`config.mk`:
```
export PLATFORM = sky130hd
export DESIGN_NAME = hilbert_fir_doppler_direction_split
export DESIGN_NICKNAME = d
export VERILOG_FILES = /design/src/design/hfdds_pkg.sv /design/src/design/hfdds_ctrl.sv /design/src/design/hfdds_dp.sv /design/src/design/hilbert_fir_doppler_direction_split.sv
export SDC_FILE = /design/constraint.sdc
export NUM_CORES = 2
export LEC_CHECK = 0
export ABC_AREA = 0
export BUFFER_PORTS_ARGS = -buffer_cell sky130_fd_sc_hd__buf_2
export CAP_MARGIN = 20
export CORE_ASPECT_RATIO = 0.7
export CORE_MARGIN = 1.5
export CORE_UTILIZATION = 50
export CTS_CLUSTER_DIAMETER = 30
export DETAILED_ROUTE_END_ITERATION = 8
export PLACE_DENSITY = 0.76
export SKIP_LAST_GASP = 1
export SYNTH_ARGS = -nofsm -noshare
export SYNTH_HDL_FRONTEND = slang
export SYNTH_SLANG_ARGS = --single-unit
```
`constraint.sdc`:
```
create_clock -name clk -period 17.8 [get_ports clk]
set_input_delay 3.56 -clock clk [delete_from_list [all_inputs] [get_ports clk]]
set_output_delay 3.56 -clock clk [all_outputs]
set_load 0.05 [all_outputs]
```
`src/design/hfdds_pkg.sv`:
```
// Shared types and constants for the Hilbert FIR Doppler direction splitter.
package hfdds_pkg;

	localparam int CMD_W       = 2;
	localparam int TAP_CNT_W   = 7;
	localparam int COEF_IDX_W  = 6;
	localparam int MAX_TAPS    = 64;

	localparam logic [CMD_W-1:0] CMD_SAMPLE    = 2'd0;
	localparam logic [CMD_W-1:0] CMD_LOAD_COEF = 2'd1;
	localparam logic [CMD_W-1:0] CMD_CLEAR     = 2'd2;

	localparam logic [TAP_CNT_W-1:0] TAP_CNT_RESET = 7'd64;

	// controller -> datapath
	typedef struct packed {
		logic                 load_coef;  // write coefficient slot
		logic                 clear_hist; // drop Q history, rewind write slot
		logic                 push;       // store new Q, arm pointers, clear accumulator
		logic [TAP_CNT_W-1:0] taps;       // clamped tap count for this sample
		logic                 issue;      // one tap read into the MAC pipe
		logic                 finish;     // load result register
	} dp_cmd_t;

endpackage

```
`src/design/hfdds_ctrl.sv`:
```
// Sequencer for the Hilbert FIR: command decode, tap counting and result hand-off.
module hfdds_ctrl (
	input  logic                           clk,
	input  logic                           arst_n,
	input  logic                           cfg_wr_en,
	input  logic [hfdds_pkg::TAP_CNT_W-1:0] cfg_wr_data,
	input  logic                           in_valid,
	output logic                           in_stall,
	input  logic [hfdds_pkg::CMD_W-1:0]    cmd,
	input  logic                           res_free,
	output hfdds_pkg::dp_cmd_t             dp_cmd
);
	import hfdds_pkg::*;

	localparam logic [1:0] ST_IDLE  = 2'd0;
	localparam logic [1:0] ST_RUN   = 2'd1;
	localparam logic [1:0] ST_DRAIN = 2'd2;
	localparam logic [1:0] ST_DONE  = 2'd3;

	logic [1:0]           state_q;
	logic [TAP_CNT_W-1:0] tap_count_q;
	logic [TAP_CNT_W-1:0] cnt_q;
	logic                 drain_q;
	logic [TAP_CNT_W-1:0] taps;
	logic                 accept;

	// zero means one tap; above the store depth saturates
	always_comb begin
		if (tap_count_q == '0) begin
			taps = TAP_CNT_W'(1);
		end else if (32'(tap_count_q) > 32'(MAX_TAPS)) begin
			taps = TAP_CNT_W'(MAX_TAPS);
		end else begin
			taps = tap_count_q;
		end
	end

	assign in_stall = (state_q != ST_IDLE);
	assign accept   = in_valid && !in_stall;

	always_comb begin
		dp_cmd            = '0;
		dp_cmd.taps       = taps;
		dp_cmd.load_coef  = accept && (cmd == CMD_LOAD_COEF);
		dp_cmd.clear_hist = accept && (cmd == CMD_CLEAR);
		dp_cmd.push       = accept && (cmd == CMD_SAMPLE);
		dp_cmd.issue      = (state_q == ST_RUN);
		dp_cmd.finish     = (state_q == ST_DONE) && res_free;
	end

	always_ff @(posedge clk or negedge arst_n) begin
		if (!arst_n) begin
			tap_count_q <= TAP_CNT_RESET;
		end else if (cfg_wr_en) begin
			tap_count_q <= cfg_wr_data;
		end
	end

	always_ff @(posedge clk or negedge arst_n) begin
		if (!arst_n) begin
			state_q <= ST_IDLE;
			cnt_q   <= '0;
			drain_q <= 1'b0;
		end else begin
			case (state_q)
				ST_IDLE: begin
					if (accept && (cmd == CMD_SAMPLE)) begin
						state_q <= ST_RUN;
						cnt_q   <= taps;
					end
				end
				ST_RUN: begin
					cnt_q <= cnt_q - TAP_CNT_W'(1);
					if (cnt_q == TAP_CNT_W'(1)) begin
						state_q <= ST_DRAIN;
						drain_q <= 1'b0;
					end
				end
				ST_DRAIN: begin
					// product stage, then accumulate
					drain_q <= 1'b1;
					if (drain_q) begin
						state_q <= ST_DONE;
					end
				end
				ST_DONE: begin
					if (res_free) begin
						state_q <= ST_IDLE;
					end
				end
				default: begin
					state_q <= ST_IDLE;
				end
			endcase
		end
	end

endmodule

```
`src/design/hfdds_dp.sv`:
```
// Datapath: Q history and coefficient stores, MAC pipe, rounding, saturation, result register.
module hfdds_dp #(
	parameter int SAMPLE_BITS    = 16,
	parameter int COEF_FRAC_BITS = 15
) (
	input  logic                             clk,
	input  logic                             arst_n,
	input  hfdds_pkg::dp_cmd_t               dp_cmd,
	output logic                             res_free,
	input  logic signed [SAMPLE_BITS-1:0]    i_sample,
	input  logic signed [SAMPLE_BITS-1:0]    q_sample,
	input  logic [hfdds_pkg::COEF_IDX_W-1:0] coef_index,
	input  logic signed [COEF_FRAC_BITS:0]   coef_value,
	output logic                             out_valid,
	input  logic                             out_stall,
	output logic signed [SAMPLE_BITS:0]      forward_flow,
	output logic signed [SAMPLE_BITS:0]      reverse_flow
);
	import hfdds_pkg::*;

	localparam int AW   = $clog2(MAX_TAPS);
	localparam int CB   = COEF_FRAC_BITS + 1;
	localparam int PW   = SAMPLE_BITS + CB;
	localparam int ACCW = PW + AW;
	localparam int OW   = SAMPLE_BITS + 1;
	localparam int SW   = ACCW + 2;
	localparam logic [AW-1:0] LAST_SLOT = AW'(MAX_TAPS - 1);
	localparam logic signed [SW-1:0] HALF_LSB = SW'(1) <<< (COEF_FRAC_BITS - 1);
	localparam logic signed [SW-1:0] OUT_MAX  = {{(SW-OW+1){1'b0}}, {(OW-1){1'b1}}};
	localparam logic signed [SW-1:0] OUT_MIN  = ~OUT_MAX;

	logic signed [SAMPLE_BITS-1:0] q_mem [MAX_TAPS];
	logic signed [CB-1:0]          c_mem [MAX_TAPS];
	logic [MAX_TAPS-1:0]           q_vld_q;
	logic [MAX_TAPS-1:0]           c_vld_q;

	logic [AW-1:0]                 wslot_q;
	logic [AW-1:0]                 qa_q;
	logic [AW-1:0]                 ca_q;
	logic [AW-1:0]                 cidx;
	logic                          cidx_ok;
	logic signed [SAMPLE_BITS-1:0] i_q;

	logic signed [SAMPLE_BITS-1:0] q_s1;
	logic signed [CB-1:0]          c_s1;
	logic                          en_s1;
	logic signed [PW-1:0]          prod_s2;
	logic                          en_s2;
	logic signed [ACCW-1:0]        acc_q;

	logic signed [SW-1:0]          hq;
	logic signed [SW-1:0]          fwd;
	logic signed [SW-1:0]          rev;
	logic signed [OW-1:0]          fwd_sat;
	logic signed [OW-1:0]          rev_sat;
	logic                          out_valid_q;
	logic signed [OW-1:0]          fwd_q;
	logic signed [OW-1:0]          rev_q;

	assign cidx    = AW'(coef_index);
	assign cidx_ok = 32'(coef_index) < 32'(MAX_TAPS);

	// stores: no reset, entries gated by valid bits
	always_ff @(posedge clk) begin
		if (dp_cmd.push) begin
			q_mem[wslot_q] <= q_sample;
		end
		q_s1 <= q_vld_q[qa_q] ? q_mem[qa_q] : '0;
	end

	always_ff @(posedge clk) begin
		if (dp_cmd.load_coef && cidx_ok) begin
			c_mem[cidx] <= coef_value;
		end
		c_s1 <= c_vld_q[ca_q] ? c_mem[ca_q] : '0;
	end

	always_ff @(posedge clk or negedge arst_n) begin
		if (!arst_n) begin
			q_vld_q <= '0;
			c_vld_q <= '0;
			wslot_q <= '0;
		end else begin
			if (dp_cmd.clear_hist) begin
				q_vld_q <= '0;
				wslot_q <= '0;
			end else if (dp_cmd.push) begin
				q_vld_q[wslot_q] <= 1'b1;
				wslot_q <= (wslot_q == LAST_SLOT) ? '0 : wslot_q + AW'(1);
			end
			if (dp_cmd.load_coef && cidx_ok) begin
				c_vld_q[cidx] <= 1'b1;
			end
		end
	end

	// tap pointers: newest Q against the last coefficient, both walking down
	always_ff @(posedge clk) begin
		if (dp_cmd.push) begin
			qa_q <= wslot_q;
			ca_q <= AW'(dp_cmd.taps - TAP_CNT_W'(1));
			i_q  <= i_sample;
		end else if (dp_cmd.issue) begin
			qa_q <= (qa_q == '0) ? LAST_SLOT : qa_q - AW'(1);
			ca_q <= ca_q - AW'(1);
		end
	end

	always_ff @(posedge clk or negedge arst_n) begin
		if (!arst_n) begin
			en_s1 <= 1'b0;
			en_s2 <= 1'b0;
		end else begin
			en_s1 <= dp_cmd.issue;
			en_s2 <= en_s1;
		end
	end

	always_ff @(posedge clk) begin
		if (en_s1) begin
			prod_s2 <= PW'(q_s1) * PW'(c_s1);
		end
		if (dp_cmd.push) begin
			acc_q <= '0;
		end else if (en_s2) begin
			acc_q <= acc_q + ACCW'(prod_s2);
		end
	end

	// round half up, floor shift, then exact sums and saturation
	always_comb begin
		hq  = (SW'(acc_q) + HALF_LSB) >>> COEF_FRAC_BITS;
		fwd = SW'(i_q) - hq;
		rev = SW'(i_q) + hq;
		if (fwd > OUT_MAX) begin
			fwd_sat = OW'(OUT_MAX);
		end else if (fwd < OUT_MIN) begin
			fwd_sat = OW'(OUT_MIN);
		end else begin
			fwd_sat = OW'(fwd);
		end
		if (rev > OUT_MAX) begin
			rev_sat = OW'(OUT_MAX);
		end else if (rev < OUT_MIN) begin
			rev_sat = OW'(OUT_MIN);
		end else begin
			rev_sat = OW'(rev);
		end
	end

	assign res_free = !out_valid_q || !out_stall;

	always_ff @(posedge clk or negedge arst_n) begin
		if (!arst_n) begin
			out_valid_q <= 1'b0;
		end else if (dp_cmd.finish) begin
			out_valid_q <= 1'b1;
		end else if (!out_stall) begin
			out_valid_q <= 1'b0;
		end
	end

	always_ff @(posedge clk) begin
		if (dp_cmd.finish) begin
			fwd_q <= fwd_sat;
			rev_q <= rev_sat;
		end
	end

	assign out_valid    = out_valid_q;
	assign forward_flow = fwd_q;
	assign reverse_flow = rev_q;

endmodule

```
`src/design/hilbert_fir_doppler_direction_split.sv`:
```
// Hilbert FIR Doppler direction splitter: forward = I - HQ, reverse = I + HQ.
// Sequence: after acceptance a sample transaction issues one MAC read per tap, drains
//   the product and accumulate stages, then rounds, saturates and loads its result.
// Samples are taken one at a time, as every tap shares the single multiplier: a new one
//   waits for the last result load; load-coefficient and clear transactions give no result.
// Reset: asynchronous, active low; history and coefficients read as zero, write slot
//   rewinds, tap count returns to 64. No clearing pass, the block is ready at once.
module hilbert_fir_doppler_direction_split #(
	parameter int SAMPLE_BITS    = 16,
	parameter int COEF_FRAC_BITS = 15
) (
	input  logic                             clk,
	input  logic                             arst_n,
	// tap count register
	input  logic                             cfg_wr_en,
	input  logic [hfdds_pkg::TAP_CNT_W-1:0]  cfg_wr_data,
	// input transactions
	input  logic                             in_valid,
	output logic                             in_stall,
	input  logic [hfdds_pkg::CMD_W-1:0]      cmd,
	input  logic signed [SAMPLE_BITS-1:0]    i_sample,
	input  logic signed [SAMPLE_BITS-1:0]    q_sample,
	input  logic [hfdds_pkg::COEF_IDX_W-1:0] coef_index,
	input  logic signed [COEF_FRAC_BITS:0]   coef_value,
	// result transactions
	output logic                             out_valid,
	input  logic                             out_stall,
	output logic signed [SAMPLE_BITS:0]      forward_flow,
	output logic signed [SAMPLE_BITS:0]      reverse_flow
);
	import hfdds_pkg::*;

	dp_cmd_t dp_cmd;
	logic    res_free;

	// Controller: takes one transaction at a time. Commands retire in the
	// accepting cycle; samples walk the taps then wait for the result register.
	hfdds_ctrl u_ctrl (
		.clk         (clk),
		.arst_n      (arst_n),
		.cfg_wr_en   (cfg_wr_en),
		.cfg_wr_data (cfg_wr_data),
		.in_valid    (in_valid),
		.in_stall    (in_stall),
		.cmd         (cmd),
		.res_free    (res_free),
		.dp_cmd      (dp_cmd)
	);

	// Datapath: the result register decouples output back-pressure, so the
	// next transaction is taken while a finished result is still waiting.
	hfdds_dp #(
		.SAMPLE_BITS    (SAMPLE_BITS),
		.COEF_FRAC_BITS (COEF_FRAC_BITS)
	) u_dp (
		.clk          (clk),
		.arst_n       (arst_n),
		.dp_cmd       (dp_cmd),
		.res_free     (res_free),
		.i_sample     (i_sample),
		.q_sample     (q_sample),
		.coef_index   (coef_index),
		.coef_value   (coef_value),
		.out_valid    (out_valid),
		.out_stall    (out_stall),
		.forward_flow (forward_flow),
		.reverse_flow (reverse_flow)
	);

endmodule
```
# Word level (Yosys, flattened, before mapping)
# Memory sizes are Yosys's and may differ from the RTL's. A register that Yosys moved wholly into a read port is not among the register bits.
# Cells that the tools add are included.
# word_totals
memories	2
out_inout_bits	36
ram_bits	2048
ff_bits	286
# op_classes
addsub	9
bitwise_logic	2
reduce_logical	25
muxes	37
magnitude_cmp	11
n_eq_ne	12
n_mul	1
# memory_table
name	words	word_bits	read_ports	rd_clocked_by_memory_dff	write_ports	line	rtl
u_dp.c_mem	64	16	1	1	1	hfdds_dp.sv:33	logic signed [CB-1:0] c_mem [MAX_TAPS];
u_dp.q_mem	64	16	1	1	1	hfdds_dp.sv:32	logic signed [SAMPLE_BITS-1:0] q_mem [MAX_TAPS];
# ops
op	n
64-bit 2-to-1 mux	2
64-bit bitwise OR	2
40-bit by 17-bit greater-than comparator with 1-bit output, second input constant	2
40-bit by 17-bit less-than comparator with 1-bit output, second input constant	2
6-bit 2-to-1 mux	8
38-bit by 16-bit adder with 39-bit output, second input constant	1
38-bit by 32-bit adder with 38-bit output	1
17-bit 2-to-1 mux	2
16-bit by 16-bit multiplier with 32-bit output	1
6-bit by 7-bit less-than comparator with 1-bit output, second input constant	4
16-bit by 24-bit adder with 25-bit output	1
16-bit by 24-bit subtractor with 25-bit output	1
7-bit 2-to-1 mux	3
6-bit by 1-bit subtractor with 6-bit output, second input constant	3
7-bit case mux with 2 select lines	1
1-bit binary-select mux with 6-bit select	2
1-bit demux with 6-bit select	2
6-bit by 1-bit greater-or-equal comparator with 1-bit output, second input constant	2
1-bit 2-to-1 mux	11
2-bit nonzero test	5
2-bit 2-to-1 mux	4
2-bit case mux with 4 select lines	1
7-bit by 1-bit equality test with 1-bit output, second input constant	1
7-bit greater-than comparator, second input constant	1
16 further kinds	34

# Depth between registers and ports, before layout
# logic_depth
depth_word	7
mapped_depth	25
ltp_nobuf	24

# Cells and area by module
# Synthesis repeated with hierarchy kept, for this count alone.
# hier_totals
hier_cells	5818
area_unflattened_um2	105288.5
# modules_own_cells
mod	seq_area_each_um2	area_each_um2	cells_per_inst	instances
hfdds_dp	69151.3	104222.5	5712	1
hfdds_ctrl	426.7	1066.0	106	1

# Worst setup path before layout
# Ideal clock, no wire load.
# synth_path
path_kind	input-to-reg
startpoint	input port in_valid
endpoint	memory u_dp.q_mem[32][0] (enable)
t_arrival_ps	6343
t_required_ps	17360
path_stages	6
path_slack_ps	11017
path_cell_list	nand2_1 or3_1 clkbuf_1 clkbuf_1 nor2_1 nor4b_1
# synth_via
elab_chain_len	4
# synth_rtl
element	line	rtl
from (decl)	hilbert_fir_doppler_direction_split.sv:18	input logic in_valid,
1-bit logical AND	hfdds_ctrl.sv:39	assign accept = in_valid && !in_stall;
1-bit logical AND	hfdds_ctrl.sv:46	dp_cmd.push = accept && (cmd == CMD_SAMPLE);
1-bit 2-to-1 mux	hfdds_dp.sv:65	if (dp_cmd.push) begin
1-bit 2-to-1 mux (implied by the code)	hfdds_dp.sv:66	q_mem[wslot_q] <= q_sample;
to (decl)	hfdds_dp.sv:32	
# Every way passes these cells.

# Worst setup path in the final report
# layout_path
startpoint	input port in_valid
endpoint	memory u_dp.q_mem[61][6] (enable)
# Same word-level chain as after synthesis.

==> parameters.txt <==
Parameter                              Value

Pwr
  Share of power burned in the clock network    0.363
  Switching component of the power    6600 µW
  VDD IR-drop max    0.170 mV
  Post-layout power    20200 µW
  Sequential share of power    0.325
  Internal Power    13600 µW
  Share of total power consumed by net switching    0.326
  Comb power frac    0.312
  Leak pwr    0.0436 µW
  Ratio of total power to cell area    166 nW/µm²

Logic synthesis
  Share of async-settable or async-resettable flops after synthesis    0.0651
  Fraction of synthesized cell area taken by the top area cell type    0.613
  Top cells by area in the synthesized netlist    sky130_fd_sc_hd__edfxtp_1, sky130_fd_sc_hd__mux4_2, sky130_fd_sc_hd__fa_1
  Most frequent cells after synthesis    sky130_fd_sc_hd__edfxtp_1, sky130_fd_sc_hd__mux4_2, sky130_fd_sc_hd__inv_1, sky130_fd_sc_hd__nor2_1, sky130_fd_sc_hd__fa_1
  Most instantiated library cell after synthesis    sky130_fd_sc_hd__edfxtp_1
  Post-synth top area cell    sky130_fd_sc_hd__edfxtp_1
  Yosys cell types    92
  Total standard cell area after synthesis    105000 µm²
  Post-synthesis instance total    5758
  Sequential-to-total area share from yosys stat    0.663
  Synthesized net count    6271
  Count of state elements after synthesis    2366
  Number of flops mapped to enable cells by yosys    2142
  Synth warnings    0
  Most used DFF post-synth    sky130_fd_sc_hd__edfxtp_1
  Synthesized area per cell    18.2 µm²

Floorplan
  Core Footprint    208000 µm²
  Core Rows    140
  Initial core utilization    0.504
  X dimension of the die    550 µm
  Overall die area    213000 µm²
  I/O Pins    104
  Die height    386 µm

Drt
  Via count    57.3k
  Per-cell via count in the routed design    6.22
  Detailed router's first-iteration violation count    7987
  Final Routed Wirelength    268 mm
  Wire length per cell    29.1 µm
  DRT antenna net count    0
  DR DRC count    0
  Pre-antenna DRT Iters    6

GRT
  Pin count of the biggest net entering global routing    118
  Total track usage    0.252
  First-pass GRT wire length    392 mm
  Number of global-route vias before repair    57.5k
  Number of antenna violations at the first check in global routing    28
  Global route overflow    0

Layout
  Multi-input gate area    33000 µm²
  Register cell area after layout    69600 µm²
  Share of post-route cells with drive strength above 1    0.274
  Post-route non-filler standard cell count    9203
  Relative area change from synthesis to final layout    16.5%
  Number of nets in the finished design    6634
  FILL cells    14.4k

STA
  Unrepaired setup endpoints after global routing    no
  Slew HR    0.235
  Minimum hold slack    0.461 ns
  Shortest period the worst path allows    7.30 ns
  Worst Max-Slew Pin Slew    1.14 ns
  Worst setup skew after layout    0.140 ns
  Final Hold Viols    0
  Setup_tns    0 ns
  Total setup violations reported at the end of the flow    0
  Crit share post-route    0.410
  Highest clock rate    137 MHz
  Count of pins over their slew limit    0

Clocking
  CTS tree    built
  # clock sinks    2366
  Number of buffers inserted for hold repair after clock tree synthesis    0
  Clock latency on the worst-skew pair    0.92 ns
  Longest Clk Path Bufs    4
  CTS H-tree depth    5
  Post CTS Setup Buffer Count    0
  Post_cts resized    0
  Clock Pin Slew Worst Setup and Hold Paths    0.05 ns
  Clock tree root buffer cell    sky130_fd_sc_hd__clkbuf_16
  Number of buffers created by CTS    365

Critical path
  Critical Path Start    in_valid
  Worst R2R Setup Slack    10.76 ns
  Critical path fanouts, max    55
  R2R depth    22
  Endpoint of the most critical setup path    u_dp.q_mem[61][6]
  Required time of the critical path    18.24 ns
  Data arrival at the endpoint of the critical path    7.74 ns
  Crit. End Element    register
  CP Class    in2reg
  Startpoint of the most critical register-to-register path    u_dp.c_s1[8]
  Endpoint of the most critical register-to-register path    u_dp.prod_s2[29]
  Setup crit start kind    primary input

Place
  Input/output buffers    103
  GP Congestion    0.891
  Dpl cells    8503
  Post-detailed-placement half-perimeter wirelength    150 mm

Job
  Reported max-cap violation count    0

Outcome
  Result of the run    complete, no violations

Worst hold path
  Path category of the worst min-delay check    reg2reg
-- cells by family (layout without fill, tap and decap cells) --
group           count (synthesis)  in the layout  share of synthesized area
compound gates                476            476                     0.0306
flops                        2366           2366                      0.663
xor+xnor                      139            139                     0.0116
simple gates                  910            910                     0.0424
buf+inv                       667           1338                     0.0245
other cells                     0              5                          0
mux                           755            755                      0.156
fa+ha+maj                     445            445                     0.0720
-- cell usage in the layout, fill, tap and decap left out, drive strengths merged, types with 37 or more instances in the layout --
master	count
a21o	112
a21oi	125
and2	123
buf	258
bufinv	47
clkbuf	399
clkinv	120
clkinvlp	41
dfrtp	153
dfxtp	70
edfxtp	2142
fa	265
ha	180
inv	473
mux2i	46
mux4	700
nand2	221
nand3	37
nor2	277
nor2b	39
o21ai	87
or2	71
xnor2	101
xor2	38
-- power by group through the flow --
stage               clock network (µW)  logic [µW]  registers (µW)
floorplan                            0        4330            6640
global placement                     0        6030            6690
detailed placement                   0        6140            6690
CTS                               7410        6240            6590
global route                      7630        6720            6600
finish                            7340        6300            6580
-- sequential cells by signal, indices dropped and copies added (netlist names), 7 cells and up --
name and count:
u_dp.prod_s2 32, u_dp.c_s1 16, u_dp.c_vld_q 64, u_dp.c_mem 1024
u_dp.q_vld_q 64, u_dp.i_q 16, u_ctrl.cnt_q 7, u_ctrl.tap_count_q 7
u_dp.acc_q 38, u_dp.forward_flow 17, u_dp.q_mem 1024, u_dp.q_s1 16
u_dp.reverse_flow 17
-- worst max-delay path, cell delays in order --
cell                      delay [ns]
sky130_fd_sc_hd__buf_2          0.10
sky130_fd_sc_hd__nand2_1        0.32
sky130_fd_sc_hd__or3_2          0.62
sky130_fd_sc_hd__buf_4          0.32
sky130_fd_sc_hd__inv_2          0.11
sky130_fd_sc_hd__buf_4          0.58
sky130_fd_sc_hd__nand3_1        0.96
sky130_fd_sc_hd__nor2_2         1.13
-- how the worst min path moves through the flow --
| stage | start | to | slack [ns] | cells after the start |
|---|---|---|---|---|
| CTS | u_dp.acc_q[37] | u_dp.acc_q[37] | 0.46 | 2 |
| floorplan | u_dp.c_vld_q[10] | u_dp.c_vld_q[10] | 0.43 | 1 |
| finish | u_dp.acc_q[37] | u_dp.acc_q[37] | 0.46 | 2 |
| detailed placement | u_dp.c_vld_q[14] | u_dp.c_vld_q[14] | 0.45 | 1 |
| global placement | u_dp.c_vld_q[31] | u_dp.c_vld_q[31] | 0.45 | 1 |
| global route | u_dp.c_vld_q[44] | u_dp.c_vld_q[44] | 0.48 | 1 |
-- layer usage --
metal | global-route usage | vias to the layer above | part of all wire
li1 | - | 23200 | -
met3 | 0.0622 | 545 | 0.12
met2 | 0.383 | 3814 | 0.46
met4 | 0.0708 | 14 | 0.028
met5 | 0 | - | 0.00030
met1 | 0.366 | 29700 | 0.39
-- layout make-up --
cell class,count,area share
clock inverter,276,0.0264
antenna,5,0.000102
sequential,2366,0.569
multi-input combinational,2725,0.270
inverter,405,0.0124
tap,2769,0.0283
timing repair buffer,258,0.0164
clock buffer,399,0.0772
-- through the flow --
stage	utilization	cell area, µm²	setup slack [ns]
2_1_floorplan	-	105000	11.02
3_3_place_gp	0.524	109000	9.84
3_5_place_dp	0.524	109000	9.76
4_1_cts	0.585	122000	10.57
5_1_grt	0.587	122000	10.44
6_report	0.587	122000	10.50
Note: power is estimated with default switching activity, not from simulation.
